[config.mk]
export PLATFORM = sky130hd
export DESIGN_NAME = polar_cartesian_point_unit_core
export DESIGN_NICKNAME = d
export VERILOG_FILES = /design/src/hw/rtl/pcpu_pkg.sv /design/src/hw/rtl/pcpu_datapath.sv /design/src/hw/rtl/pcpu_ctrl.sv /design/src/hw/rtl/polar_cartesian_point_unit_core.sv
export SDC_FILE = /design/constraint.sdc
export NUM_CORES = 2
export LEC_CHECK = 0
export BUFFER_PORTS_ARGS = -buffer_cell sky130_fd_sc_hd__clkbuf_2
export CAP_MARGIN = 10
export CORE_MARGIN = 4
export CORE_UTILIZATION = 45
export DETAILED_ROUTE_END_ITERATION = 12
export PLACE_DENSITY = 0.6
export SLEW_MARGIN = 20
export SYNTH_ARGS = -nofsm -noshare
export SYNTH_HDL_FRONTEND = slang
export SYNTH_SLANG_ARGS = --single-unit
[constraint.sdc]
create_clock -name i_clk -period 11.99 [get_ports i_clk]
set_clock_uncertainty 0.15 [all_clocks]
set_input_delay 2.398 -clock i_clk [delete_from_list [all_inputs] [get_ports i_clk]]
set_output_delay 2.398 -clock i_clk [all_outputs]
set_load 0.02 [all_outputs]
[src/hw/rtl/pcpu_pkg.sv]
// Shared types, constants and helper functions of the polar/rectangular point unit.
package pcpu_pkg;

    localparam int CORDIC_STEPS_DEF = 24;

    localparam int COORD_W    = 32;
    localparam int WORK_W     = 36;
    localparam int ANG_W      = 34;
    localparam int MUL_W      = 34;
    localparam int PROD_W     = 64;
    localparam int STEP_IDX_W = 5;

    localparam logic [1:0] ACT_SET_RECT  = 2'd0;
    localparam logic [1:0] ACT_SET_POLAR = 2'd1;
    localparam logic [1:0] ACT_TRANSLATE = 2'd2;

    localparam logic signed [ANG_W-1:0] ANG_PI      = ANG_W'(843314857);
    localparam logic signed [ANG_W-1:0] ANG_2PI     = ANG_W'(1686629713);
    localparam logic signed [ANG_W-1:0] ANG_HALF_PI = ANG_W'(421657428);

    localparam logic [29:0] INV_GAIN = 30'd652032874;
    localparam logic signed [PROD_W-1:0] ROUND_HALF = PROD_W'(536870912);

    localparam logic signed [COORD_W-1:0] COORD_MAX = 32'sh7FFF_FFFF;
    localparam logic signed [COORD_W-1:0] COORD_MIN = 32'sh8000_0000;

    typedef enum logic [3:0] {
        DP_NOP,
        DP_LOAD,
        DP_VPREP,
        DP_RWRAP,
        DP_RFOLD,
        DP_MUL,
        DP_RINIT,
        DP_ITER,
        DP_VFIN,
        DP_RFIN,
        DP_PUBLISH
    } t_dp_op;

    typedef struct packed {
        t_dp_op                  op;
        logic                    vector;
        logic [STEP_IDX_W-1:0]   step;
    } t_dp_cmd;

    typedef struct packed {
        logic axis;
    } t_dp_status;

    // Clamp a work word to the 32-bit signed range.
    function automatic logic signed [COORD_W-1:0] sat32(input logic signed [WORK_W-1:0] v);
        logic signed [COORD_W-1:0] r;
        if ((&v[WORK_W-1:COORD_W-1]) || !(|v[WORK_W-1:COORD_W-1])) begin
            r = v[COORD_W-1:0];
        end else if (v[WORK_W-1]) begin
            r = COORD_MIN;
        end else begin
            r = COORD_MAX;
        end
        return r;
    endfunction

    // atan(2^-i) in Q6.28, rounded.
    function automatic logic signed [ANG_W-1:0] atan_step(input logic [STEP_IDX_W-1:0] i);
        logic signed [ANG_W-1:0] v;
        case (i)
            5'd0: v = ANG_W'(210828714);
            5'd1: v = ANG_W'(124459457);
            5'd2: v = ANG_W'(65760959);
            5'd3: v = ANG_W'(33381290);
            5'd4: v = ANG_W'(16755422);
            5'd5: v = ANG_W'(8385879);
            5'd6: v = ANG_W'(4193963);
            5'd7: v = ANG_W'(2097109);
            5'd8: v = ANG_W'(1048571);
            5'd9: v = ANG_W'(524287);
            default: begin
                if (i <= 5'd28) begin
                    v = ANG_W'(1) <<< (5'd28 - i);
                end else begin
                    v = '0;
                end
            end
        endcase
        return v;
    endfunction

endpackage

[src/hw/rtl/pcpu_datapath.sv]
// Datapath: point registers, shared CORDIC unit, gain multiplier and output registers.
module pcpu_datapath (
    input  logic                       i_clk,
    input  logic                       i_rst_n,
    input  pcpu_pkg::t_dp_cmd          i_cmd,
    output pcpu_pkg::t_dp_status       o_status,
    input  logic [1:0]                 i_action,
    input  logic signed [31:0]         i_new_x,
    input  logic signed [31:0]         i_new_y,
    input  logic signed [31:0]         i_new_radius,
    input  logic signed [31:0]         i_new_angle,
    input  logic signed [31:0]         i_shift_x,
    input  logic signed [31:0]         i_shift_y,
    output logic signed [31:0]         o_out_x,
    output logic signed [31:0]         o_out_y,
    output logic signed [31:0]         o_out_radius,
    output logic signed [31:0]         o_out_angle
);

    logic signed [pcpu_pkg::COORD_W-1:0] r_px, r_py, r_pr, r_pa;
    logic signed [pcpu_pkg::WORK_W-1:0]  r_wx, r_wy;
    logic signed [pcpu_pkg::ANG_W-1:0]   r_wz;
    logic signed [pcpu_pkg::PROD_W-1:0]  r_prod;
    logic                                r_ovf;

    logic signed [pcpu_pkg::WORK_W-1:0]  w_px_w, w_py_w, w_pr_w;
    logic                                w_x_zero, w_y_zero, w_axis;
    logic signed [pcpu_pkg::COORD_W-1:0] w_axis_r, w_axis_a;
    logic signed [pcpu_pkg::ANG_W-1:0]   w_pa_a;
    logic signed [pcpu_pkg::MUL_W-1:0]   w_mul_a;
    logic signed [pcpu_pkg::PROD_W-1:0]  w_prod, w_rnd;
    logic signed [pcpu_pkg::WORK_W-1:0]  w_rnd_w;
    logic signed [pcpu_pkg::WORK_W-1:0]  w_dx, w_dy;
    logic signed [pcpu_pkg::ANG_W-1:0]   w_at;
    logic                                w_plus;

    assign w_px_w = pcpu_pkg::WORK_W'(r_px);
    assign w_py_w = pcpu_pkg::WORK_W'(r_py);
    assign w_pr_w = pcpu_pkg::WORK_W'(r_pr);
    assign w_pa_a = pcpu_pkg::ANG_W'(r_pa);

    // Points on an axis skip the vectoring iterations.
    assign w_x_zero = (r_px == '0);
    assign w_y_zero = (r_py == '0);
    assign w_axis   = w_x_zero || w_y_zero;
    assign o_status.axis = w_axis;

    always_comb begin
        if (w_y_zero) begin
            w_axis_r = r_px[31] ? pcpu_pkg::sat32(-w_px_w) : r_px;
            w_axis_a = r_px[31] ? pcpu_pkg::ANG_PI[31:0] : '0;
        end else begin
            w_axis_r = r_py[31] ? pcpu_pkg::sat32(-w_py_w) : r_py;
            w_axis_a = r_py[31] ? -pcpu_pkg::ANG_HALF_PI[31:0] : pcpu_pkg::ANG_HALF_PI[31:0];
        end
    end

    // Vectoring scales the clamped magnitude, rotation scales the signed radius.
    always_comb begin
        if (i_cmd.vector) begin
            w_mul_a = r_wx[pcpu_pkg::WORK_W-1] ? '0 : {2'b00, r_wx[31:0]};
        end else begin
            w_mul_a = pcpu_pkg::MUL_W'($signed(r_wx[32:0]));
        end
    end

    assign w_prod  = w_mul_a * $signed({1'b0, pcpu_pkg::INV_GAIN});
    assign w_rnd   = (r_prod + pcpu_pkg::ROUND_HALF) >>> 30;
    assign w_rnd_w = w_rnd[pcpu_pkg::WORK_W-1:0];

    assign w_dx   = r_wy >>> i_cmd.step;
    assign w_dy   = r_wx >>> i_cmd.step;
    assign w_at   = pcpu_pkg::atan_step(i_cmd.step);
    assign w_plus = i_cmd.vector ? !r_wy[pcpu_pkg::WORK_W-1] : r_wz[pcpu_pkg::ANG_W-1];

    // Held point.
    always_ff @(posedge i_clk) begin
        if (!i_rst_n) begin
            r_px <= '0;
            r_py <= '0;
            r_pr <= '0;
            r_pa <= '0;
        end else begin
            case (i_cmd.op)
                pcpu_pkg::DP_LOAD: begin
                    case (i_action)
                        pcpu_pkg::ACT_SET_RECT: begin
                            r_px <= i_new_x;
                            r_py <= i_new_y;
                        end
                        pcpu_pkg::ACT_SET_POLAR: begin
                            r_pr <= i_new_radius;
                            r_pa <= i_new_angle;
                        end
                        pcpu_pkg::ACT_TRANSLATE: begin
                            r_px <= pcpu_pkg::sat32(w_px_w + pcpu_pkg::WORK_W'(i_shift_x));
                            r_py <= pcpu_pkg::sat32(w_py_w + pcpu_pkg::WORK_W'(i_shift_y));
                        end
                        default: ;
                    endcase
                end
                pcpu_pkg::DP_VPREP: begin
                    if (w_axis) begin
                        r_pr <= w_axis_r;
                        r_pa <= w_axis_a;
                    end
                end
                pcpu_pkg::DP_VFIN: begin
                    r_pr <= r_ovf ? pcpu_pkg::COORD_MAX : pcpu_pkg::sat32(w_rnd_w);
                    r_pa <= pcpu_pkg::sat32(pcpu_pkg::WORK_W'(r_wz));
                end
                pcpu_pkg::DP_RFIN: begin
                    r_px <= pcpu_pkg::sat32(r_wx);
                    r_py <= pcpu_pkg::sat32(r_wy);
                end
                default: ;
            endcase
        end
    end

    // Working registers of the CORDIC unit.
    always_ff @(posedge i_clk) begin
        case (i_cmd.op)
            pcpu_pkg::DP_VPREP: begin
                if (r_px[31]) begin
                    r_wx <= -w_px_w;
                    r_wy <= -w_py_w;
                    r_wz <= r_py[31] ? -pcpu_pkg::ANG_PI : pcpu_pkg::ANG_PI;
                end else begin
                    r_wx <= w_px_w;
                    r_wy <= w_py_w;
                    r_wz <= '0;
                end
            end
            pcpu_pkg::DP_RWRAP: begin
                if (w_pa_a > pcpu_pkg::ANG_PI) begin
                    r_wz <= w_pa_a - pcpu_pkg::ANG_2PI;
                end else if (w_pa_a < -pcpu_pkg::ANG_PI) begin
                    r_wz <= w_pa_a + pcpu_pkg::ANG_2PI;
                end else begin
                    r_wz <= w_pa_a;
                end
            end
            pcpu_pkg::DP_RFOLD: begin
                if (r_wz > pcpu_pkg::ANG_HALF_PI) begin
                    r_wz <= r_wz - pcpu_pkg::ANG_PI;
                    r_wx <= -w_pr_w;
                end else if (r_wz < -pcpu_pkg::ANG_HALF_PI) begin
                    r_wz <= r_wz + pcpu_pkg::ANG_PI;
                    r_wx <= -w_pr_w;
                end else begin
                    r_wx <= w_pr_w;
                end
            end
            pcpu_pkg::DP_MUL: begin
                r_prod <= w_prod;
                r_ovf  <= i_cmd.vector && !r_wx[pcpu_pkg::WORK_W-1] && (r_wx[34:32] != '0);
            end
            pcpu_pkg::DP_RINIT: begin
                r_wx <= w_rnd_w;
                r_wy <= '0;
            end
            pcpu_pkg::DP_ITER: begin
                if (w_plus) begin
                    r_wx <= r_wx + w_dx;
                    r_wy <= r_wy - w_dy;
                    r_wz <= r_wz + w_at;
                end else begin
                    r_wx <= r_wx - w_dx;
                    r_wy <= r_wy + w_dy;
                    r_wz <= r_wz - w_at;
                end
            end
            default: ;
        endcase
    end

    // Output beat registers.
    always_ff @(posedge i_clk) begin
        if (i_cmd.op == pcpu_pkg::DP_PUBLISH) begin
            o_out_x      <= r_px;
            o_out_y      <= r_py;
            o_out_radius <= r_pr;
            o_out_angle  <= r_pa;
        end
    end

endmodule

[src/hw/rtl/pcpu_ctrl.sv]
// Controller: sequences load, range reduction, CORDIC iterations and output handshake.
module pcpu_ctrl #(
    parameter int CORDIC_STEPS = pcpu_pkg::CORDIC_STEPS_DEF
) (
    input  logic                  i_clk,
    input  logic                  i_rst_n,
    input  logic                  i_in_valid,
    output logic                  o_in_stall,
    input  logic [1:0]            i_action,
    output logic                  o_out_valid,
    input  logic                  i_out_stall,
    output pcpu_pkg::t_dp_cmd     o_cmd,
    input  pcpu_pkg::t_dp_status  i_status
);

    typedef enum logic [3:0] {
        S_IDLE,
        S_VPREP,
        S_RWRAP,
        S_RFOLD,
        S_MUL,
        S_RINIT,
        S_ITER,
        S_VFIN,
        S_RFIN,
        S_DONE
    } t_state;

    t_state                              r_state;
    logic [pcpu_pkg::STEP_IDX_W-1:0]     r_step;
    logic                                r_vector;
    logic                                r_out_valid;

    logic w_accept, w_last, w_publish;

    assign w_accept    = (r_state == S_IDLE) && i_in_valid;
    assign w_last      = (r_step == pcpu_pkg::STEP_IDX_W'(CORDIC_STEPS - 1));
    assign w_publish   = (r_state == S_DONE) && (!r_out_valid || !i_out_stall);
    assign o_in_stall  = (r_state != S_IDLE);
    assign o_out_valid = r_out_valid;

    always_comb begin
        o_cmd.vector = r_vector;
        o_cmd.step   = r_step;
        case (r_state)
            S_IDLE:  o_cmd.op = w_accept ? pcpu_pkg::DP_LOAD : pcpu_pkg::DP_NOP;
            S_VPREP: o_cmd.op = pcpu_pkg::DP_VPREP;
            S_RWRAP: o_cmd.op = pcpu_pkg::DP_RWRAP;
            S_RFOLD: o_cmd.op = pcpu_pkg::DP_RFOLD;
            S_MUL:   o_cmd.op = pcpu_pkg::DP_MUL;
            S_RINIT: o_cmd.op = pcpu_pkg::DP_RINIT;
            S_ITER:  o_cmd.op = pcpu_pkg::DP_ITER;
            S_VFIN:  o_cmd.op = pcpu_pkg::DP_VFIN;
            S_RFIN:  o_cmd.op = pcpu_pkg::DP_RFIN;
            S_DONE:  o_cmd.op = w_publish ? pcpu_pkg::DP_PUBLISH : pcpu_pkg::DP_NOP;
            default: o_cmd.op = pcpu_pkg::DP_NOP;
        endcase
    end

    always_ff @(posedge i_clk) begin
        if (!i_rst_n) begin
            r_state     <= S_IDLE;
            r_step      <= '0;
            r_vector    <= 1'b0;
            r_out_valid <= 1'b0;
        end else begin
            if (w_publish) begin
                r_out_valid <= 1'b1;
            end else if (r_out_valid && !i_out_stall) begin
                r_out_valid <= 1'b0;
            end

            case (r_state)
                S_IDLE: begin
                    if (w_accept) begin
                        case (i_action)
                            pcpu_pkg::ACT_SET_RECT,
                            pcpu_pkg::ACT_TRANSLATE: begin
                                r_vector <= 1'b1;
                                r_state  <= S_VPREP;
                            end
                            pcpu_pkg::ACT_SET_POLAR: begin
                                r_vector <= 1'b0;
                                r_state  <= S_RWRAP;
                            end
                            default: r_state <= S_DONE;
                        endcase
                    end
                end
                S_VPREP: r_state <= i_status.axis ? S_DONE : S_ITER;
                S_RWRAP: r_state <= S_RFOLD;
                S_RFOLD: r_state <= S_MUL;
                S_MUL:   r_state <= r_vector ? S_VFIN : S_RINIT;
                S_RINIT: r_state <= S_ITER;
                S_ITER: begin
                    if (w_last) begin
                        r_step  <= '0;
                        r_state <= r_vector ? S_MUL : S_RFIN;
                    end else begin
                        r_step <= r_step + 1'b1;
                    end
                end
                S_VFIN:  r_state <= S_DONE;
                S_RFIN:  r_state <= S_DONE;
                S_DONE: begin
                    if (w_publish) begin
                        r_state <= S_IDLE;
                    end
                end
                default: r_state <= S_IDLE;
            endcase
        end
    end

`ifndef SYNTHESIS
    a_step_idle: assert property (@(posedge i_clk) disable iff (!i_rst_n)
        (r_state != S_ITER) |-> (r_step == '0))
        else $error("step counter running outside the iteration phase");

    a_no_overwrite: assert property (@(posedge i_clk) disable iff (!i_rst_n)
        (o_cmd.op == pcpu_pkg::DP_PUBLISH) |-> (!r_out_valid || !i_out_stall))
        else $error("output beat overwritten while stalled");

    a_accept_busy: assert property (@(posedge i_clk) disable iff (!i_rst_n)
        w_accept |=> (r_state != S_IDLE))
        else $error("accepted beat did not start work");

    a_iter_exit: assert property (@(posedge i_clk) disable iff (!i_rst_n)
        (r_state == S_ITER && w_last) |=> (r_state == S_MUL || r_state == S_RFIN))
        else $error("iteration phase left to a wrong state");
`endif

endmodule

[src/hw/rtl/polar_cartesian_point_unit_core.sv]
// Top level of the polar/rectangular point unit: controller plus datapath.
//
//   channel   direction   handshake                   payload
//   input     in          i_in_valid / o_in_stall     i_action, i_new_*, i_shift_*
//   output    out         o_out_valid / i_out_stall   o_out_x, o_out_y, o_out_radius, o_out_angle
//
// One beat at a time; each beat runs CORDIC_STEPS iterations of one shared CORDIC unit.
// Set rectangular and translate: prep, iterations, gain multiply and round (on an axis, prep alone).
// Set polar: wrap, fold, gain multiply and round precede the iterations.
// Unused action code: no work. The cycle after a beat is published, the next beat is let in.
// Reset (synchronous, active low) clears the held point to zero; no clearing pass.
// A stalled output beat holds the finished result and blocks only the next completion.
module polar_cartesian_point_unit_core #(
    parameter int CORDIC_STEPS = pcpu_pkg::CORDIC_STEPS_DEF
) (
    input  logic                i_clk,
    input  logic                i_rst_n,
    input  logic                i_in_valid,
    output logic                o_in_stall,
    input  logic [1:0]          i_action,
    input  logic signed [31:0]  i_new_x,
    input  logic signed [31:0]  i_new_y,
    input  logic signed [31:0]  i_new_radius,
    input  logic signed [31:0]  i_new_angle,
    input  logic signed [31:0]  i_shift_x,
    input  logic signed [31:0]  i_shift_y,
    output logic                o_out_valid,
    input  logic                i_out_stall,
    output logic signed [31:0]  o_out_x,
    output logic signed [31:0]  o_out_y,
    output logic signed [31:0]  o_out_radius,
    output logic signed [31:0]  o_out_angle
);

    pcpu_pkg::t_dp_cmd    w_cmd;
    pcpu_pkg::t_dp_status w_status;

    pcpu_ctrl #(
        .CORDIC_STEPS (CORDIC_STEPS)
    ) u_ctrl (
        .i_clk       (i_clk),
        .i_rst_n     (i_rst_n),
        .i_in_valid  (i_in_valid),
        .o_in_stall  (o_in_stall),
        .i_action    (i_action),
        .o_out_valid (o_out_valid),
        .i_out_stall (i_out_stall),
        .o_cmd       (w_cmd),
        .i_status    (w_status)
    );

    pcpu_datapath u_datapath (
        .i_clk        (i_clk),
        .i_rst_n      (i_rst_n),
        .i_cmd        (w_cmd),
        .o_status     (w_status),
        .i_action     (i_action),
        .i_new_x      (i_new_x),
        .i_new_y      (i_new_y),
        .i_new_radius (i_new_radius),
        .i_new_angle  (i_new_angle),
        .i_shift_x    (i_shift_x),
        .i_shift_y    (i_shift_y),
        .o_out_x      (o_out_x),
        .o_out_y      (o_out_y),
        .o_out_radius (o_out_radius),
        .o_out_angle  (o_out_angle)
    );

endmodule
* Word-level counts from Yosys, hierarchy flattened
Cells that the tools add are included. Widths: inputs -> output; s select.
Storage, ports and cells: bits of input ports 198, output and inout port bits 130, flip-flop bits (word level) 437, word-level logic and storage cells 215
Cells by class: reduce and logical (&&, ||, !) cells 64, shift-type cells 3, muxes and demuxes 69, multipliers 1, $lt $le $gt $ge 5, equality and inequality tests 38, add/subtract/negate cells 18
Operator list (count):
- $mux 32 | 27
- $pmux 34 s10 | 1
- $mux 34 | 9
- $pmux 32 s2 | 4
- $mux 36 | 6
- $pmux 32 s3 | 2
- $pmux 36 s4 | 1
- $pmux 34 s4 | 1
- $neg 32->36 | 3
- $pmux 36 s3 | 1
- $add 36x36->36 | 2
- $sshr 36x5->36 | 2
- $sub 36x36->36 | 2
- $add 32x32->33 | 2
- $add 64x31->64 const B | 1
- $logic_not 32->1 | 2
- $mul 34x30->63 const B | 1
- $pmux 4 s10 | 1
- $pmux 4 s9 | 1
- $add 34x31->34 const B | 1
- $add 34x34->34 | 1
- $gt 34x30->1 const B | 1
- $lt 34x30->1 const B | 1
- $sshl 2x5->34 const A | 1
- 46 further kinds | 124

* Depth between registers and ports, before layout
depth in word-level cells 9, mapped depth 36, mapped depth without buffers 32

* Modules after synthesis
Synthesis repeated with hierarchy kept, for this count alone.
Second synthesis, totals: cell total of the unflattened synthesis 6881, area, all modules 59713.5 um^2
Modules (own cells, without submodules):
- pcpu_datapath | area each 58985.3 um^2, cells each 6788, instances 1, seq. area each 10670.2 um^2
- pcpu_ctrl | area each 728.2 um^2, cells each 93, instances 1, seq. area each 220.2 um^2

* Least setup slack after synthesis
No wires, ideal clock.
path kind register -> register, start register u_datapath.r_wx[32] (netlist bit), end register u_datapath.r_prod[62] (netlist bit) (data pin), path slack 2.329 ns, stages on the path, launching flop included 29, period minus slack after synthesis 9.661 ns, setup time 0.271 ns, path buffers 2, data required time 11.569 ns, data arrival time 9.239 ns, cells stage by stage edfxtp_1 -> clkbuf_1 -> nand2b_1 -> inv_1 -> clkbuf_1 -> ha_1 -> inv_1 -> fa_1 -> fa_1 -> fa_1 -> inv_1 -> fa_1 -> fa_1 -> fa_1 -> inv_1 -> fa_1 -> inv_1 -> ha_1 -> nand4_1 -> nor3_1 -> a22oi_1 -> o21ai_0 -> o2111ai_1 -> a31oi_1 -> o211ai_1 -> o21a_1 -> o21ai_0 -> mux2i_1 -> o2111ai_1
On the way: longest elaborated chain between the ends 2
RTL lines:
- start: declaration | line pcpu_datapath.sv:21 | logic signed [pcpu_pkg::WORK_W-1:0] r_wx, r_wy;
- start signal: assignment | line pcpu_datapath.sv:126 | r_wx <= -w_px_w;
- start signal: assignment | line pcpu_datapath.sv:130 | r_wx <= w_px_w;
- start signal: assignment | line pcpu_datapath.sv:147 | r_wx <= -w_pr_w;
- $mux 34 | line pcpu_datapath.sv:60 | if (i_cmd.vector) begin
- $mul 34x30->63 | line pcpu_datapath.sv:67 | assign w_prod = w_mul_a * $signed({1'b0, pcpu_pkg::INV_GAIN});
- net u_datapath.w_prod, one bit | line pcpu_datapath.sv:31 | logic signed [pcpu_pkg::PROD_W-1:0] w_prod, w_rnd;
- end signal: assignment | line pcpu_datapath.sv:156 | r_prod <= w_prod;
- end: declaration | line pcpu_datapath.sv:23 | logic signed [pcpu_pkg::PROD_W-1:0] r_prod;
The timed path passes the listed nets, and every way through them passes these cells. A chain may end at the register's enable or synchronous reset.

* Worst setup path in the final report
start register u_ctrl.r_vector, end register u_datapath.r_prod[62] (netlist bit) (data pin)
On the way: longest elaborated chain between the ends 2
RTL lines:
- start: declaration | line pcpu_ctrl.sv:31 | logic r_vector;
- start signal: assignment | line pcpu_ctrl.sv:64 | r_vector <= 1'b0;
- start signal: assignment | line pcpu_ctrl.sv:79 | r_vector <= 1'b1;
- start signal: assignment | line pcpu_ctrl.sv:83 | r_vector <= 1'b0;
- $mux 34 | line pcpu_datapath.sv:60
- $mul 34x30->63 | line pcpu_datapath.sv:67
- net u_datapath.w_prod, one bit | line pcpu_datapath.sv:31
The timed path passes the listed nets, and every way through them passes these cells.

==> impl_metrics.yaml <==
global_route:
  grt_first_pass_wirelength_mm: 366.5
  grtUsageMet3_pct: 7.921
  grt_pass1_vias: 54960
  met2_usage_pct: 52.98
  busiest_layer: "met2"
  antenna_found_initial: 18
  grt.total_usage_pct: 34.42
  grt_max_degree: 119
  use_met1_pct: 46.77
  overflow: 0
finish:
  multiInputGateArea_mm2: 0.04482
  syn_to_final_growth_pct: 8.021
  finalNetCount: 8296
  fill_cells: 12900
  drive_gt1_share_pct: 10.74
  regArea_mm2: 0.01091
synth:
  synth.top_cell.area_share_pct: 14.08
  synth_fp_nets: 8197
  synth_seq_area_share_pct: 18.10
  async_flop_share_pct: 0
  synth.distinct_cells: 108
  synth_edf_count: 270
  synth_area_mm2: 0.06015
  yosysMostFrequentCell: "inv_1"
  synth_area_leader_cell: "fa_1"
  syn_avg_cell_area_um2: 8.552
  synth_common_cells: "inv_1, ha_1, nand2_1"
  synthFlopType: "edfxtp_1"
  yosysWarningCount: 0
  ys_seq_elements: 409
  synth.area.top_cells: "fa_1, edfxtp_1, ha_1, inv_1, dfxtp_1"
  syn_inst: 7034
timing:
  setup_tns_ps: 0
  relSlewSlack_pct: 17.20
  setup_viol: 0
  slew_violations: 0
  fin_crit_ps: 10520
  worst_pin_slew_ps: 1229
  max_clock_freq_mhz: 95.03
  finalHoldViolCount: 0
  rsz0062_at_grt: "false"
  period_share_pct: 87.76
setup_path:
  crit_fanout: 36
  slowest_delay_ps: 750
  r2r_slack_ps: 1470
  reg2reg_to: "u_datapath.r_prod[62]$_DFFE_PN_"
  critPathArrivalTime_ps: 10730
  crit_path_end_kind: "flop"
  worstSetupPathType: "reg2reg"
  worstPathRequired_ps: 12200
  cpMaxStageDelayCell: "nor4_1"
  rr_startpoint: "u_ctrl.r_vector$_SDFFE_PN0P_"
  ff2ff_path_depth: 30
  critPathMostFrequentCell: "fa_1"
  start_kind: "flop"
job:
  drv_cap: 0
cts:
  cts_buffer_depth: 3
  path_clk_slew_ps: 70
  cts_resized: 0
  htree_num_levels: 2
  cts_setup_buffers: 0
  postCtsHoldBufs: 0
  numCtsBuffers: 46
  cts.sink_count: 409
  cts-root-buf: "clkbuf_16"
  clk-insertion-delay-late_ps: 630
  cts_tree: "yes"
die:
  core_area_mm2: 0.1321
  die-area_mm2: 0.1396
  start_util_pct: 45.53
  die_w_um: 373.6
  ioPinCount: 328
  die_h_um: 373.6
  num_rows: 133
route:
  drcViolationCount: 0
  dr.pass1.iters: 7
  vias: 56840
  drtIter0Drc: 7054
  drtAntennaViolNets: 0
  wl_per_cell_um: 27.86
  drt_wl_total_mm: 249.2
  avgViaCountPerCell: 6.356
min_path:
  hold_depth: 0
  min_to: "u_datapath.o_out_radius[3]$_DFFE_PN_"
  min_from: "u_datapath.r_pr[3]$_SDFFE_PN0P_"
  min_path_type: "reg2reg"
placed_design:
  io_buffer_count: 327
  dp_hpwl_mm: 201.5
  globalplace.congestion: 1.043
outcome:
  outcome: "finished, final reports clean"
## worst max-delay path by stage
| stage | from | endpoint | slack, ps | cells past startpoint |
|---|---|---|---|---|
| after detailed placement | u_ctrl.r_vector$_SDFFE_PN0P_ | u_datapath.r_prod[62]$_DFFE_PN_ | 1740 | 30 |
| after global routing | u_ctrl.r_vector$_SDFFE_PN0P_ | u_datapath.r_prod[62]$_DFFE_PN_ | 1120 | 30 |
| after global placement | u_ctrl.r_vector$_SDFFE_PN0P_ | u_datapath.r_prod[62]$_DFFE_PN_ | 1860 | 30 |
| after CTS | u_ctrl.r_vector$_SDFFE_PN0P_ | u_datapath.r_prod[62]$_DFFE_PN_ | 1710 | 30 |
| final | u_ctrl.r_vector$_SDFFE_PN0P_ | u_datapath.r_prod[62]$_DFFE_PN_ | 1470 | 30 |
| after floorplan | u_datapath.r_wx[32]$_DFFE_PP_ | u_datapath.r_prod[62]$_DFFE_PN_ | 2330 | 28 |
## metrics by stage
step / worst slack (ps) / std cells / area, µm² / hold WS, ps / util [%]
finish: 1467 / 8942 / 64980 / 385.3 / 49.18
global route: 1122 / 8932 / 64950 / 402.8 / 49.16
CTS: 1706 / 8926 / 64940 / 389.0 / 49.15
detailed placement: 1742 / 8840 / 63350 / 374.2 / 47.95
global placement: 1864 / 8840 / 63350 / 367.1 / 47.95
floorplan: 2329 / 7034 / 60150 / 256.4 / -
## metal layers
layer  up-vias  routed length [µm]
met5         -                  42
met4         8               11730
met3       534               24110
met2      2955              110200
met1     28040              103100
li1      25300                   -
## kinds of logic after synthesis
family / synth area share (%)
adder cells (fa/ha/maj): 25.37
multiplexers: 5.256
buffers and inverters: 7.663
AO/OA/AOI/OAI: 21.19
flip-flops: 18.10
AND/OR/NAND/NOR: 14.22
XOR/XNOR: 8.197
## cells in the final DEF (no fill, tap or decap), types with 59 or more instances in the layout
cell type,instances
inv_1,757
ha_1,542
nand2_1,527
o21ai_0,511
a21oi_1,506
fa_1,423
nor2_1,355
clkbuf_2,326
xor2_1,289
xnor2_1,274
edfxtp_1,270
nand3_1,157
dfxtp_1,133
a21o_1,131
buf_4,125
nor3_1,104
and2_1,96
a31oi_1,93
o22ai_1,87
nand2b_1,71
mux4_2,67
mux2i_1,67
and3_1,66
mux2_2,63
o221ai_1,63
nor2b_1,61
o21a_1,59
## cell type report
class / instances / share of cell area, %
clock buffers: 56 / 1.956
flip-flops and latches: 409 / 16.79
multi-input cells: 5464 / 68.98
clock inverters: 30 / 0.4795
well taps: 1755 / 3.379
inverters: 761 / 4.396
diodes: 16 / 0.06162
repair buffers: 451 / 3.955
## state kept, by name, indices dropped and copies added, names as in the netlist
signal / flops
u_datapath.r_wx: 36
u_datapath.r_wy: 36
u_datapath.r_prod: 35
u_datapath.r_wz: 34
u_datapath.o_out_angle: 32
u_datapath.o_out_radius: 32
u_datapath.o_out_x: 32
u_datapath.o_out_y: 32
u_datapath.r_pa: 32
u_datapath.r_pr: 32
u_datapath.r_px: 32
u_datapath.r_py: 32
u_ctrl.r_step: 5
u_ctrl.r_state: 4
u_ctrl.o_out_valid: 1
u_ctrl.r_vector: 1
u_datapath.r_ovf: 1
## critical path: cells and delay by family (launching register included)
family / cells / cell delay, ps
AO/OA/AOI/OAI: 10 / 2740
XOR/XNOR: 1 / 200
multiplexers: 1 / 240
adder cells (fa/ha/maj): 9 / 3750
AND/OR/NAND/NOR: 4 / 1730
flip-flops: 1 / 690
buffers and inverters: 5 / 750
Power is not shown: default switching activity piles up to over one toggle a cycle in this logic, so the estimate is an artifact.
